## config.mk

```make
export PLATFORM = sky130hd
export DESIGN_NAME = pvt_sensor_calibrate_convert_unit
export DESIGN_NICKNAME = d
export VERILOG_FILES = /design/src/sv/pscc_pkg.sv /design/src/sv/pvt_sensor_calibrate_convert_unit.sv /design/src/sv/pscc_divider.sv
export SDC_FILE = /design/constraint.sdc
export NUM_CORES = 2
export LEC_CHECK = 0
export ABC_AREA = 1
export BUFFER_PORTS_ARGS = -buffer_cell sky130_fd_sc_hd__buf_2
export CAP_MARGIN = 20
export CORE_MARGIN = 2
export CORE_UTILIZATION = 40
export DETAILED_ROUTE_END_ITERATION = 8
export MAX_ROUTING_LAYER = met4
export PLACE_DENSITY = 0.56
export SLEW_MARGIN = 20
export SYNTH_ARGS = -nofsm -noshare
export SYNTH_HDL_FRONTEND = slang
export SYNTH_SLANG_ARGS = --single-unit
export TNS_END_PERCENT = 50
```

## constraint.sdc

```tcl
create_clock -name clock -period 10.95 [get_ports clock]
set_clock_uncertainty 0.2 [all_clocks]
set_input_delay 0 -clock clock [delete_from_list [all_inputs] [get_ports clock]]
set_output_delay 0 -clock clock [all_outputs]
set_load 0.005 [all_outputs]
```

## src/sv/pscc_pkg.sv

```systemverilog
// ----------------------------------------------------------------------------
// pscc_pkg
// Shared types and constants for the sensor calibrate and convert unit:
// sequencer states, status codes, register indexes and divider sizing.
// ----------------------------------------------------------------------------
package pscc_pkg;

   // Default reference clock in kHz.
   localparam int REF_CLOCK_KHZ_DEF = 50000;

   // Shared divider sizing. The dividend covers the widest conversion
   // product; the divisor covers the full-scale frequency.
   localparam int DIV_W = 48;
   localparam int DVS_W = 32;
   localparam int CNT_W = $clog2(DIV_W + 1);

   // Number of dividend bits walked for each kind of division.
   localparam logic [CNT_W-1:0] WIN_BITS   = CNT_W'(32);
   localparam logic [CNT_W-1:0] FREQ_BITS  = CNT_W'(32);
   localparam logic [CNT_W-1:0] CONV_BITS  = CNT_W'(48);

   // The slope (cal_high - cal_low) * MUL / (HI - LO) reduces to d / 4 for
   // temperature and to 2 * d / 9 for voltage. Both are taken as a product
   // with a scaled reciprocal and a right shift, exact for every difference
   // of two 16-bit calibration words.
   localparam int SLOPE_SHIFT      = 20;
   localparam int TEMP_SLOPE_RECIP = 262144;
   localparam int VOLT_SLOPE_RECIP = 233018;

   localparam logic [15:0] WIN_MAX          = 16'hFFFF;
   localparam int          TEMP_OFFSET_MDEG = 9000;

   // Calibration points and full scale per sensor kind.
   localparam int TEMP_MUL  = 10;
   localparam int TEMP_HI   = 85;
   localparam int TEMP_FULL = 200;
   localparam int VOLT_MUL  = 20;
   localparam int VOLT_HI   = 900;
   localparam int VOLT_FULL = 1000;
   localparam int MILLI     = 1000;

   typedef enum logic [1:0] {
      ST_OK    = 2'd0,
      ST_PARAM = 2'd1,
      ST_RANGE = 2'd2
   } status_type;

   typedef enum logic [1:0] {
      CSR_CAL_LOW     = 2'd0,
      CSR_CAL_HIGH    = 2'd1,
      CSR_SENSOR_KIND = 2'd2,
      CSR_TEMP_OFFSET = 2'd3
   } csr_index_type;

   typedef enum logic [3:0] {
      S_IDLE,
      S_CHECK,
      S_SLOPE,
      S_ICPT_MUL,
      S_ICPT,
      S_FS,
      S_WIN,
      S_FREQ_DIV,
      S_FREQ,
      S_CONV_MUL,
      S_CONV_DIV,
      S_CONV,
      S_DONE
   } state_type;

   typedef struct packed {
      logic             start;
      logic [CNT_W-1:0] nbits;
   } div_ctrl_type;

endpackage

```

## src/sv/pvt_sensor_calibrate_convert_unit.sv

```systemverilog
// A valid sample passes through up to three divisions in the shared divider,
// an invalid one through the window division only, and a rejected calibration
// through none; the divider yields one quotient bit per cycle.
// A new item is taken once the previous one is finished. Reset clears the
// configuration registers, the sequencer state, the response valid and the
// last raw count to zero.
// ----------------------------------------------------------------------------
// pvt_sensor_calibrate_convert_unit
// Two-point calibration of a ring-oscillator sensor and conversion of each
// counter sample to millidegrees or millivolts, under a small sequencer.
// ----------------------------------------------------------------------------
module pvt_sensor_calibrate_convert_unit #(
   parameter int REF_CLOCK_KHZ = pscc_pkg::REF_CLOCK_KHZ_DEF
) (
   input  logic        clock,
   input  logic        reset,
   input  logic        csr_valid,
   output logic        csr_ready,
   input  logic [1:0]  csr_index,
   input  logic [15:0] csr_wdata,
   input  logic        req_valid,
   output logic        req_ready,
   input  logic [15:0] req_counter,
   input  logic        req_sample_valid,
   output logic        rsp_valid,
   input  logic        rsp_ready,
   output logic [31:0] rsp_value,
   output logic [1:0]  rsp_status,
   output logic [15:0] rsp_window
);

   localparam longint      WIN_NUM_L = 64'(pscc_pkg::WIN_MAX) * 64'(REF_CLOCK_KHZ);
   localparam logic [31:0] WIN_NUM   = 32'(WIN_NUM_L);
   localparam logic signed [26:0] REF_S = 27'(REF_CLOCK_KHZ);
   localparam logic signed [16:0] REF_M = 17'(REF_CLOCK_KHZ);

   // Configuration registers.
   logic [15:0] cal_low_ff, cal_high_ff;
   logic        kind_ff, offset_ff;

   // Sequencer and datapath registers.
   pscc_pkg::state_type  state_ff, state_in;
   pscc_pkg::status_type status_ff, status_in;
   logic [15:0]          counter_ff, counter_in;
   logic                 svalid_ff, svalid_in;
   logic [20:0]          fhi_ff, fhi_in;
   logic signed [15:0]   slope_ff, slope_in;
   logic signed [25:0]   icpt_ff, icpt_in;
   logic [15:0]          win_ff, win_in;
   logic [31:0]          freq_ff, freq_in;
   logic [31:0]          value_ff, value_in;
   logic [15:0]          last_raw_ff, last_raw_in;
   logic signed [50:0]   mul_ff, mul_in;

   logic                 rsp_valid_ff, rsp_valid_in;
   logic [31:0]          rsp_value_ff, rsp_value_in;
   pscc_pkg::status_type rsp_status_ff, rsp_status_in;
   logic [15:0]          rsp_window_ff, rsp_window_in;

   // Shared units.
   logic signed [33:0]   mul_a;
   logic signed [16:0]   mul_b;
   pscc_pkg::div_ctrl_type                  div_ctrl;
   logic signed [pscc_pkg::DIV_W-1:0]       div_dividend;
   logic signed [pscc_pkg::DVS_W-1:0]       div_divisor;
   logic                                    div_done;
   logic signed [pscc_pkg::DIV_W-1:0]       div_quo;

   logic [20:0]          fhi;
   logic signed [33:0]   slope_mul;
   logic signed [16:0]   dcal;
   logic signed [16:0]   dcal_mag;
   logic [15:0]          slope_mag;
   logic signed [26:0]   fs;
   logic signed [33:0]   excess;
   logic [15:0]          win_clamp;
   logic signed [pscc_pkg::DIV_W-1:0] temp_q;

   pscc_divider u_divider (
      .clock    (clock),
      .reset    (reset),
      .ctrl     (div_ctrl),
      .dividend (div_dividend),
      .divisor  (div_divisor),
      .done     (div_done),
      .quotient (div_quo)
   );

   assign csr_ready = 1'b1;

   always_ff @(posedge clock) begin
      if (reset) begin
         cal_low_ff  <= '0;
         cal_high_ff <= '0;
         kind_ff     <= 1'b0;
         offset_ff   <= 1'b0;
      end else if (csr_valid && csr_ready) begin
         case (csr_index)
            pscc_pkg::CSR_CAL_LOW:     cal_low_ff  <= csr_wdata;
            pscc_pkg::CSR_CAL_HIGH:    cal_high_ff <= csr_wdata;
            pscc_pkg::CSR_SENSOR_KIND: kind_ff     <= csr_wdata[0];
            pscc_pkg::CSR_TEMP_OFFSET: offset_ff   <= csr_wdata[0];
            default: ;
         endcase
      end
   end

   always_comb begin
      // Upper calibration frequency and slope reciprocal for the sensor kind.
      if (kind_ff) begin
         fhi       = 21'(cal_high_ff) * 21'(pscc_pkg::VOLT_MUL);
         slope_mul = 34'(pscc_pkg::VOLT_SLOPE_RECIP);
      end else begin
         fhi       = 21'(cal_high_ff) * 21'(pscc_pkg::TEMP_MUL);
         slope_mul = 34'(pscc_pkg::TEMP_SLOPE_RECIP);
      end
      dcal      = $signed({1'b0, cal_high_ff}) - $signed({1'b0, cal_low_ff});
      dcal_mag  = dcal[16] ? -dcal : dcal;
      slope_mag = mul_ff[pscc_pkg::SLOPE_SHIFT +: 16];
      fs        = 27'(mul_ff) + 27'(icpt_ff);
      excess    = $signed({2'b00, freq_ff}) - 34'(icpt_ff);
      win_clamp = (div_quo > $signed(pscc_pkg::DIV_W'(pscc_pkg::WIN_MAX))) ?
                  pscc_pkg::WIN_MAX : div_quo[15:0];
      temp_q    = offset_ff ? div_quo - pscc_pkg::DIV_W'(pscc_pkg::TEMP_OFFSET_MDEG)
                            : div_quo;

      state_in      = state_ff;
      status_in     = status_ff;
      counter_in    = counter_ff;
      svalid_in     = svalid_ff;
      fhi_in        = fhi_ff;
      slope_in      = slope_ff;
      icpt_in       = icpt_ff;
      win_in        = win_ff;
      freq_in       = freq_ff;
      value_in      = value_ff;
      last_raw_in   = last_raw_ff;
      rsp_valid_in  = rsp_valid_ff;
      rsp_value_in  = rsp_value_ff;
      rsp_status_in = rsp_status_ff;
      rsp_window_in = rsp_window_ff;

      mul_a          = '0;
      mul_b          = '0;
      div_ctrl.start = 1'b0;
      div_ctrl.nbits = pscc_pkg::WIN_BITS;
      div_dividend   = '0;
      div_divisor    = '0;
      req_ready      = 1'b0;

      if (rsp_valid_ff && rsp_ready) begin
         rsp_valid_in = 1'b0;
      end

      case (state_ff)
         pscc_pkg::S_IDLE: begin
            req_ready = 1'b1;
            if (req_valid) begin
               counter_in = req_counter;
               svalid_in  = req_sample_valid;
               state_in   = pscc_pkg::S_CHECK;
            end
         end
         pscc_pkg::S_CHECK: begin
            win_in    = '0;
            value_in  = '0;
            status_in = pscc_pkg::ST_OK;
            if (cal_low_ff == '0 || cal_high_ff == '0) begin
               status_in = pscc_pkg::ST_PARAM;
               state_in  = pscc_pkg::S_DONE;
            end else begin
               fhi_in   = fhi;
               mul_a    = slope_mul;
               mul_b    = dcal_mag;
               state_in = pscc_pkg::S_SLOPE;
            end
         end
         pscc_pkg::S_SLOPE: begin
            // The product holds the slope magnitude; the sign follows the words.
            if (slope_mag == '0) begin
               status_in = pscc_pkg::ST_PARAM;
               state_in  = pscc_pkg::S_DONE;
            end else begin
               slope_in = dcal[16] ? -slope_mag : slope_mag;
               state_in = pscc_pkg::S_ICPT_MUL;
            end
         end
         pscc_pkg::S_ICPT_MUL: begin
            mul_a    = 34'(slope_ff);
            mul_b    = kind_ff ? 17'(pscc_pkg::VOLT_HI) : 17'(pscc_pkg::TEMP_HI);
            state_in = pscc_pkg::S_ICPT;
         end
         pscc_pkg::S_ICPT: begin
            icpt_in  = $signed({5'b00000, fhi_ff}) - 26'(mul_ff);
            mul_a    = 34'(slope_ff);
            mul_b    = kind_ff ? 17'(pscc_pkg::VOLT_FULL) : 17'(pscc_pkg::TEMP_FULL);
            state_in = pscc_pkg::S_FS;
         end
         pscc_pkg::S_FS: begin
            if (fs < REF_S) begin
               status_in = pscc_pkg::ST_RANGE;
               state_in  = pscc_pkg::S_DONE;
            end else begin
               div_ctrl.start = 1'b1;
               div_ctrl.nbits = pscc_pkg::WIN_BITS;
               div_dividend   = pscc_pkg::DIV_W'(WIN_NUM);
               div_divisor    = pscc_pkg::DVS_W'(fs);
               state_in       = pscc_pkg::S_WIN;
            end
         end
         pscc_pkg::S_WIN: begin
            if (div_done) begin
               win_in = win_clamp;
               if (!svalid_ff) begin
                  value_in = 32'(last_raw_ff);
                  state_in = pscc_pkg::S_DONE;
               end else begin
                  last_raw_in = counter_ff;
                  if (win_clamp == '0) begin
                     status_in = pscc_pkg::ST_PARAM;
                     state_in  = pscc_pkg::S_DONE;
                  end else begin
                     mul_a    = $signed({18'd0, counter_ff});
                     mul_b    = REF_M;
                     state_in = pscc_pkg::S_FREQ_DIV;
                  end
               end
            end
         end
         pscc_pkg::S_FREQ_DIV: begin
            div_ctrl.start = 1'b1;
            div_ctrl.nbits = pscc_pkg::FREQ_BITS;
            div_dividend   = pscc_pkg::DIV_W'(mul_ff[31:0]);
            div_divisor    = pscc_pkg::DVS_W'(win_ff);
            state_in       = pscc_pkg::S_FREQ;
         end
         pscc_pkg::S_FREQ: begin
            if (div_done) begin
               freq_in  = div_quo[31:0];
               state_in = pscc_pkg::S_CONV_MUL;
            end
         end
         pscc_pkg::S_CONV_MUL: begin
            // Millivolts come from one division by the slope, which matches
            // scaling by a thousand and dividing it out again.
            mul_a    = excess;
            mul_b    = kind_ff ? 17'sd1 : 17'(pscc_pkg::MILLI);
            state_in = pscc_pkg::S_CONV_DIV;
         end
         pscc_pkg::S_CONV_DIV: begin
            div_ctrl.start = 1'b1;
            div_ctrl.nbits = pscc_pkg::CONV_BITS;
            div_dividend   = pscc_pkg::DIV_W'(mul_ff);
            div_divisor    = pscc_pkg::DVS_W'(slope_ff);
            state_in       = pscc_pkg::S_CONV;
         end
         pscc_pkg::S_CONV: begin
            if (div_done) begin
               value_in = kind_ff ? div_quo[31:0] : temp_q[31:0];
               state_in = pscc_pkg::S_DONE;
            end
         end
         pscc_pkg::S_DONE: begin
            // The result register frees up in the cycle its transfer completes.
            if (!rsp_valid_ff || rsp_ready) begin
               rsp_valid_in  = 1'b1;
               rsp_value_in  = value_ff;
               rsp_status_in = status_ff;
               rsp_window_in = win_ff;
               state_in      = pscc_pkg::S_IDLE;
            end
         end
         default: begin
            state_in = pscc_pkg::S_IDLE;
         end
      endcase

      mul_in = 51'(mul_a) * 51'(mul_b);
   end

   always_ff @(posedge clock) begin
      if (reset) begin
         state_ff     <= pscc_pkg::S_IDLE;
         rsp_valid_ff <= 1'b0;
         last_raw_ff  <= '0;
      end else begin
         state_ff     <= state_in;
         rsp_valid_ff <= rsp_valid_in;
         last_raw_ff  <= last_raw_in;
      end
      status_ff     <= status_in;
      counter_ff    <= counter_in;
      svalid_ff     <= svalid_in;
      fhi_ff        <= fhi_in;
      slope_ff      <= slope_in;
      icpt_ff       <= icpt_in;
      win_ff        <= win_in;
      freq_ff       <= freq_in;
      value_ff      <= value_in;
      mul_ff        <= mul_in;
      rsp_value_ff  <= rsp_value_in;
      rsp_status_ff <= rsp_status_in;
      rsp_window_ff <= rsp_window_in;
   end

   assign rsp_valid  = rsp_valid_ff;
   assign rsp_value  = rsp_value_ff;
   assign rsp_status = rsp_status_ff;
   assign rsp_window = rsp_window_ff;

endmodule

```

## src/sv/pscc_divider.sv

```systemverilog
// ----------------------------------------------------------------------------
// pscc_divider
// Shared signed divider, one quotient bit per cycle. The quotient truncates
// toward zero. The caller gives the number of significant dividend bits.
// ----------------------------------------------------------------------------
module pscc_divider (
   input  logic                                clock,
   input  logic                                reset,
   input  pscc_pkg::div_ctrl_type              ctrl,
   input  logic signed [pscc_pkg::DIV_W-1:0]   dividend,
   input  logic signed [pscc_pkg::DVS_W-1:0]   divisor,
   output logic                                done,
   output logic signed [pscc_pkg::DIV_W-1:0]   quotient
);

   logic                          busy_ff, busy_in;
   logic                          done_ff, done_in;
   logic                          neg_ff, neg_in;
   logic [pscc_pkg::CNT_W-1:0]    cnt_ff, cnt_in;
   logic [pscc_pkg::DVS_W-1:0]    rem_ff, rem_in;
   logic [pscc_pkg::DVS_W-1:0]    dvs_ff, dvs_in;
   logic [pscc_pkg::DIV_W-1:0]    quo_ff, quo_in;

   logic [pscc_pkg::DIV_W-1:0]    dvd_mag;
   logic [pscc_pkg::DVS_W-1:0]    dvs_mag;
   logic [pscc_pkg::CNT_W-1:0]    shamt;
   logic [pscc_pkg::DVS_W:0]      shifted;
   logic [pscc_pkg::DVS_W:0]      trial;
   logic                          fits;

   always_comb begin
      dvd_mag = dividend[pscc_pkg::DIV_W-1] ? pscc_pkg::DIV_W'(-dividend)
                                            : pscc_pkg::DIV_W'(dividend);
      dvs_mag = divisor[pscc_pkg::DVS_W-1] ? pscc_pkg::DVS_W'(-divisor)
                                           : pscc_pkg::DVS_W'(divisor);
      shamt   = pscc_pkg::CNT_W'(pscc_pkg::DIV_W) - ctrl.nbits;
      shifted = {rem_ff, quo_ff[pscc_pkg::DIV_W-1]};
      trial   = shifted - {1'b0, dvs_ff};
      fits    = ~trial[pscc_pkg::DVS_W];

      busy_in = busy_ff;
      done_in = 1'b0;
      neg_in  = neg_ff;
      cnt_in  = cnt_ff;
      rem_in  = rem_ff;
      dvs_in  = dvs_ff;
      quo_in  = quo_ff;

      if (ctrl.start) begin
         // Align the significant bits at the top so the walk starts there.
         busy_in = 1'b1;
         neg_in  = dividend[pscc_pkg::DIV_W-1] ^ divisor[pscc_pkg::DVS_W-1];
         cnt_in  = ctrl.nbits;
         rem_in  = '0;
         dvs_in  = dvs_mag;
         quo_in  = dvd_mag << shamt;
      end else if (busy_ff) begin
         rem_in = fits ? trial[pscc_pkg::DVS_W-1:0] : shifted[pscc_pkg::DVS_W-1:0];
         quo_in = {quo_ff[pscc_pkg::DIV_W-2:0], fits};
         cnt_in = cnt_ff - pscc_pkg::CNT_W'(1);
         if (cnt_ff == pscc_pkg::CNT_W'(1)) begin
            busy_in = 1'b0;
            done_in = 1'b1;
         end
      end
   end

   always_ff @(posedge clock) begin
      if (reset) begin
         busy_ff <= 1'b0;
         done_ff <= 1'b0;
      end else begin
         busy_ff <= busy_in;
         done_ff <= done_in;
      end
      neg_ff <= neg_in;
      cnt_ff <= cnt_in;
      rem_ff <= rem_in;
      dvs_ff <= dvs_in;
      quo_ff <= quo_in;
   end

   assign done     = done_ff;
   assign quotient = neg_ff ? -$signed(quo_ff) : $signed(quo_ff);

endmodule
```

# Word-level counts from Yosys, hierarchy flattened
# Cells that the tools add are included.
[op_classes]
n_addsub = 13
n_mul = 3
magnitude_cmp = 2
n_eq_ne = 26
shift = 1
muxes = 66
n_bitwise = 5
reduce_logical = 30
[op_table]
columns = ["cell", "count"]
rows = [
  ["$mux 32", 8],
  ["$mux 48", 4],
  ["$pmux 32 s3", 2],
  ["$mux 16", 9],
  ["$pmux 48 s3", 1],
  ["$pmux 34 s4", 1],
  ["$neg 48->48", 2],
  ["$pmux 17 s5", 1],
  ["$logic_not 16->1", 4],
  ["$pmux 4 s13", 1],
  ["$gt 48x17->1 const B", 1],
  ["$mul 34x17->48", 1],
  ["$shl 48x6->48", 1],
  ["$mux 4", 10],
  ["$mul 16x3->19 const B", 2],
  ["$mux 17", 2],
  ["$mux 34", 1],
  ["$sub 33x26->34", 1],
  ["$sub 33x32->33", 1],
  ["$neg 32->32", 1],
  ["$pmux 16 s2", 1],
  ["$sub 32x15->32 const B", 1],
  ["$mux 31", 1],
  ["$mux 10", 3],
  ["42 further kinds", 86],
]
[totals]
register_bits = 436
in_bits = 40
out_inout_bits = 53
wordCells = 176

# Depth between registers and ports, before layout
[logic_depth]
word_depth = 10
ltp_mapped = 52
depth_no_buf = 51

# Cells and area by module
# From an unflattened synthesis, not the netlist that was laid out.
[unflattened]
hier_cells = 6838
hier_area_um2 = 51314.2
[by_module_without_submodules]
columns = ["mod", "n_inst", "cells_per_inst", "area_each_um2", "seq_area_each_um2"]
rows = [
  ["pvt_sensor_calibrate_convert_unit", 1, 4638, 38007.7, 8398.1],
  ["pscc_divider", 1, 2200, 13306.5, 3293.2],
]

# Least setup slack after synthesis
# No wires, ideal clock.
[synth_timing]
kind = "register to register"
start = "reg state_ff[0]"
end = "reg mul_ff[43]"
setup_time_ps = 123
arrival_time_ps = 8307
path_slack_ps = 2320
path_stages_with_launch = 37
n_path_buf = 1
path_cell_list = "dfxtp_1 nor2_1 inv_1 nor2_1 nor2_1 inv_1 nand2_1 inv_1 nor2_1 nand2_1 inv_1 buf_2 nor2_2 inv_1 fa_1 inv_1 fa_1 fa_1 fa_1 fa_1 inv_1 fa_1 inv_1 ha_1 nand2_1 inv_1 a21oi_1 a21boi_0 o21ai_0 a21o_1 nand2_1 nand2_1 a21oi_1 inv_1 a21oi_1 o21bai_1 xor2_1"
[synth_between]
elab_chain_cells = 4
elab_cells_between_ends = 9
classes_between = "mul (1); eq/ne (5); mux (2); reduce/logical (1)"
[synth_lines]
columns = ["item", "line", "rtl"]
rows = [
  ["from (decl)", "pvt_sensor_calibrate_convert_unit.sv:42", "pscc_pkg::state_type state_ff, state_in;"],
  ["from (signal assigned)", "pvt_sensor_calibrate_convert_unit.sv:283", "state_ff <= pscc_pkg::S_IDLE;"],
  ["from (signal assigned)", "pvt_sensor_calibrate_convert_unit.sv:287", "state_ff <= state_in;"],
  ["$eq 4x3->1 or $eq 4x2->1 (tied branches)", "pvt_sensor_calibrate_convert_unit.sv:155", "case (state_ff)"],
  ["$reduce_or 2->1 (no line)", "-", ""],
  ["$pmux 34 s4", "pvt_sensor_calibrate_convert_unit.sv:155", ""],
  ["$mul 34x17->48 (*)", "pvt_sensor_calibrate_convert_unit.sv:278", "mul_in = 51'(mul_a) * 51'(mul_b);"],
  ["named net mul_in[43]", "pvt_sensor_calibrate_convert_unit.sv:53", "logic signed [50:0] mul_ff, mul_in;"],
  ["to (signal assigned)", "pvt_sensor_calibrate_convert_unit.sv:300", "mul_ff <= mul_in;"],
  ["to (decl)", "pvt_sensor_calibrate_convert_unit.sv:53", ""],
]
# The timed path passes the listed nets; every way through them passes the cells marked *.
# A chain may end at the register's enable or synchronous reset.

# Worst setup path in the final report
[layout_timing]
start = "reg u_divider.quo_ff[0] (netlist bit)"
end = "reg mul_ff[43]"
[layout_between]
elab_chain_cells = 10
elab_cells_between_ends = 14
classes_between = "add/sub (1); mul (1); order compare (1); mux (10); reduce/logical (1)"
[layout_lines]
columns = ["item", "line", "rtl"]
rows = [
  ["from (decl)", "pscc_divider.sv:22", "logic [pscc_pkg::DIV_W-1:0] quo_ff, quo_in;"],
  ["from (signal assigned)", "pscc_divider.sv:80", "quo_ff <= quo_in;"],
  ["$neg 48->48", "pscc_divider.sv:84", "assign quotient = neg_ff ? -$signed(quo_ff) : $signed(quo_ff);"],
  ["$mux 48 (*)", "pscc_divider.sv:84", ""],
  ["$gt 48x17->1", "pvt_sensor_calibrate_convert_unit.sv:122", "win_clamp = (div_quo > $signed(pscc_pkg::DIV_W'(pscc_pkg::WIN_MAX))) ?"],
  ["$mux 16 (*)", "pvt_sensor_calibrate_convert_unit.sv:122", ""],
  ["$logic_not 16->1 (*)", "pvt_sensor_calibrate_convert_unit.sv:219", "if (win_clamp == '0) begin"],
  ["$mux 16", "pvt_sensor_calibrate_convert_unit.sv:219", ""],
  ["$mux 16", "pvt_sensor_calibrate_convert_unit.sv:214", "if (!svalid_ff) begin"],
  ["$mux 16", "pvt_sensor_calibrate_convert_unit.sv:212", "if (div_done) begin"],
  ["$pmux 17 s5 or $pmux 34 s4 (tied branches)", "pvt_sensor_calibrate_convert_unit.sv:155", ""],
  ["$mul 34x17->48 (*)", "pvt_sensor_calibrate_convert_unit.sv:278", ""],
  ["named net mul_in[43]", "pvt_sensor_calibrate_convert_unit.sv:53", ""],
]
# Marks and branches as above.

==> results summary <==
The longest clock path from root to sink contains 3 buffers. Leaving out fill and tap cells, the most frequent cell in the layout is sky130_fd_sc_hd__inv_1. The critical path's slowest cell is sky130_fd_sc_hd__fa_1. The total grt overflow came out at 0.

Data on the critical path is required at its endpoint by 11.27 ns. The via count of the first global-routing pass was 40,665. In this run the cell area of the synthesized design comes to roughly 47,000 sq um. The layout cell share with drive strength beyond 1 is under 10%.

The startpoint type of the worst setup path is a flip-flop. The signal arrival time at the worst endpoint came out at 10.46 ns. In this run, CTS created clock tree buffers numbering 55. The max-slew headroom at the worst pin is 26.9%. The number of antenna violations at the first check in global routing is 3. The effective utilization at floorplan is 40.1%.

CTS built an H-tree with a depth of 2. The weighted congestion reported at the end of routability-driven placement is 1.01. The final count of pins violating max slew is 0. Pin placement for this block handled 93 I/O pins.

The wire-length estimate of the detail-placed layout is 138,000 um. The worst-skew pair later-pin latency is 0.70 ns. Along the worst path, the maximum fanout reaches 20. The static leakage is about 27 nW.

The power density over the cells is between 200 and 250 nW/um^2. The floorplan has 126 rows. The post-layout worst setup margin is 0.807 ns. Yosys mapped the design onto between 60 and 70 distinct sky130hd cell types. The largest total area in the synthesized netlist belongs to sky130_fd_sc_hd__fa_1. The timing-limited maximum frequency came out at 0.0986 GHz.

The violation count after the first detailed-route iteration came out at 3,441. The pre-CTS setup slack came out at 0.451 ns. Ranked by total cell area, the synthesized netlist is headed by sky130_fd_sc_hd__fa_1, sky130_fd_sc_hd__edfxtp_1, sky130_fd_sc_hd__inv_1, sky130_fd_sc_hd__nand2_1, sky130_fd_sc_hd__ha_1. The count of flip-flops with a built-in enable after synthesis came out at a little under 300. The detailed-route vias per instance came out at 5.16. Of the post-synthesis cell area, the dominant cell type holds between 20% and 30%. Leaving out fill and tap cells, the most frequent cells in the layout are sky130_fd_sc_hd__inv_1, sky130_fd_sc_hd__nand2_1, sky130_fd_sc_hd__nor2_1. The tightest min-delay check is of the in2reg type. The final antenna diode count is 0. Measured on the finished design, the core utilization comes to 45.3%. The commonest register cell after synthesis is sky130_fd_sc_hd__edfxtp_1. The final critical delay including setup and external delays is 10.14 ns. The number of sinks driven by the clock tree is about 440. The wire length of the first global-routing pass came out at 254,000 um. The actual slew at the worst max-slew pin is 1.10 ns. TritonCTS built the clock tree. The global routing usage summed across all routing layers came out at between 20% and 30%.

The average footprint of a synthesized cell came out at around 8 sq um. The run finished with clean final reports. The worst hold slack is slightly below 0.05 ns. In this run, synthesis produced a sequential element count of 435.

Entering global routing, the biggest net connects 65 pins. The number of nets in the final layout came out at 7,132. Setup total negative slack on the finished layout was measured at 0 ns. After synthesis, the share of flip-flops with an asynchronous set or reset is 0%. Clock-pin slew was measured on the worst setup and hold paths at 0.07 ns.

The total length of routed wires is 168,000 um. The peak ir drop on the vdd network is 0.266 mV. The width of the die is 348 um.

The final route contains 40,564 vias. The final setup violation count came out at 0. After detailed routing, the number of remaining DRC violations is 0. The routed length per placed instance is roughly 21 um. The share of the clock period used by the worst path came out at between 90% and 100%. The kind of capture point of the worst setup path is a flip-flop. The number of optimization iterations in the first detailed-route pass is 5. The count of buffers added on input and output ports is 91. Counting stages on the worst path, the most repeated cell is sky130_fd_sc_hd__inv_1. The clock tree root driver cell is sky130_fd_sc_hd__clkbuf_16. The stage delay of the slowest cell on the critical path came out at 0.55 ns. The core region is ~120,000 sq um.

The antenna violation net count after detailed routing is 0. The full die area came out at 121,000 sq um. The die is roughly 350 um tall. The number of warnings reported in the yosys synthesis log is 0. The hold violation count in the final report came to 0. Sequential elements use 24.8% of the synthesized area. The start-to-end type of the worst setup path is reg2reg. The number of maximum-capacitance constraint violations is 0.

Relative to the synthesized area, the layout overhead comes to 12.8%. Setup repair after global routing left no endpoint under its margin. The synthesized netlist cell count came out at a little under 6,000.
-- logic make-up (layout without fill, tap and decap cells) --
logic type | Yosys count | in the layout | share of synthesized area (%)
and+or+nand+nor | 2149 | 2149 | 18.9
buffers and inverters | 1413 | 1651 | 11.4
AOI/OAI and AO/OA | 910 | 910 | 10.9
adders and majority gates | 813 | 813 | 30.0
DFF | 435 | 435 | 24.8
xor gates and xnor gates | 216 | 216 | 4.05
other | 2 | 151 | 0.0159
muxes | 1 | 1 | 0.0212
-- final cells by class --
cell class / instances / area, sq um
repair buffers: 258 / 2010
clock inverters: 43 / 566
inverters: 1289 / 4840
fillers: 11811 / 64300
clock buffers: 61 / 1420
multi-input cells: 4240 / 30800
well taps: 1536 / 1920
flip-flops and latches: 435 / 11700
-- registers in the layout, summed over array words and instances, names as in the netlist, 20 cells and up --
signal / cells
fhi_ff: 20
value_ff: 32
icpt_ff: 26
u_divider.rem_ff: 32
u_divider.quo_ff: 48
rsp_value: 32
freq_ff: 32
u_divider.dvs_ff: 32
mul_ff: 48
-- repair_timing --
action                                 in CTS  in global routing
buffers inserted                            0                  1
gates resized for setup                     0                  4
setup endpoints to repair                   0                  6
hold buffers                              110                  0
endpoints found under the hold margin      77                  0
-- cell usage after synthesis (all sizes together) (65+ instances only) --
| master | count |
|---|---|
| inv | 1280 |
| edfxtp | 298 |
| ha | 279 |
| nand2 | 1154 |
| dfxtp | 137 |
| xnor2 | 65 |
| o21ai | 335 |
| nor3 | 75 |
| nor2 | 589 |
| xor2 | 151 |
| nand3 | 222 |
| fa | 534 |
| a21oi | 376 |
| clkbuf | 94 |
-- final timing paths --
kind / startpoint / to / slack (ns) / cells past startpoint
setup / recovery: u_divider.quo_ff[0] / mul_ff[43] / 0.81 / 44
hold / removal: csr_wdata[10] / cal_low_ff[10] / 0.05 / 4
setup reg to reg: u_divider.quo_ff[0] / mul_ff[43] / 0.81 / 44
hold reg to reg: value_ff[15] / rsp_value[15] / 0.21 / 0
-- layer usage --
metal  vias up  routed length (um)  global-route usage [%]
li1      19265                   -                       -
met1     19733               77100                    39.9
met2      1351               75800                    44.7
met3       215               10300                    2.92
met4         0                5000                    8.07
met5         -                   0                       -
-- critical path, delay by kind of cell (launching register included) --
kind	cells	cell delay, ns
AO/OA/AOI/OAI	9	1.99
XOR/XNOR	1	0.16
adder cells (fa/ha/maj)	8	3.70
buffers and inverters	9	1.02
flip-flops	1	0.44
AND/OR/NAND/NOR	17	2.38
-- where the power goes --
part | internal, mW | switching (mW) | total, mW
logic | 2.59 | 5.06 | 7.66
clock network | 1.17 | 0.821 | 1.99
registers | 2.26 | 0.396 | 2.66
-- metrics by stage --
| stage | std cells | cell area, sq um | total power [mW] |
|---|---|---|---|
| after floorplan | 6088 | 47800 | 7.80 |
| after global placement | 7646 | 50100 | 10.2 |
| after detailed placement | 7646 | 50100 | 10.2 |
| after CTS | 7860 | 53200 | 12.2 |
| after global routing | 7862 | 53300 | 13.3 |
| final | 7862 | 53300 | 12.3 |
Note: power is estimated with default switching activity, not from simulation.
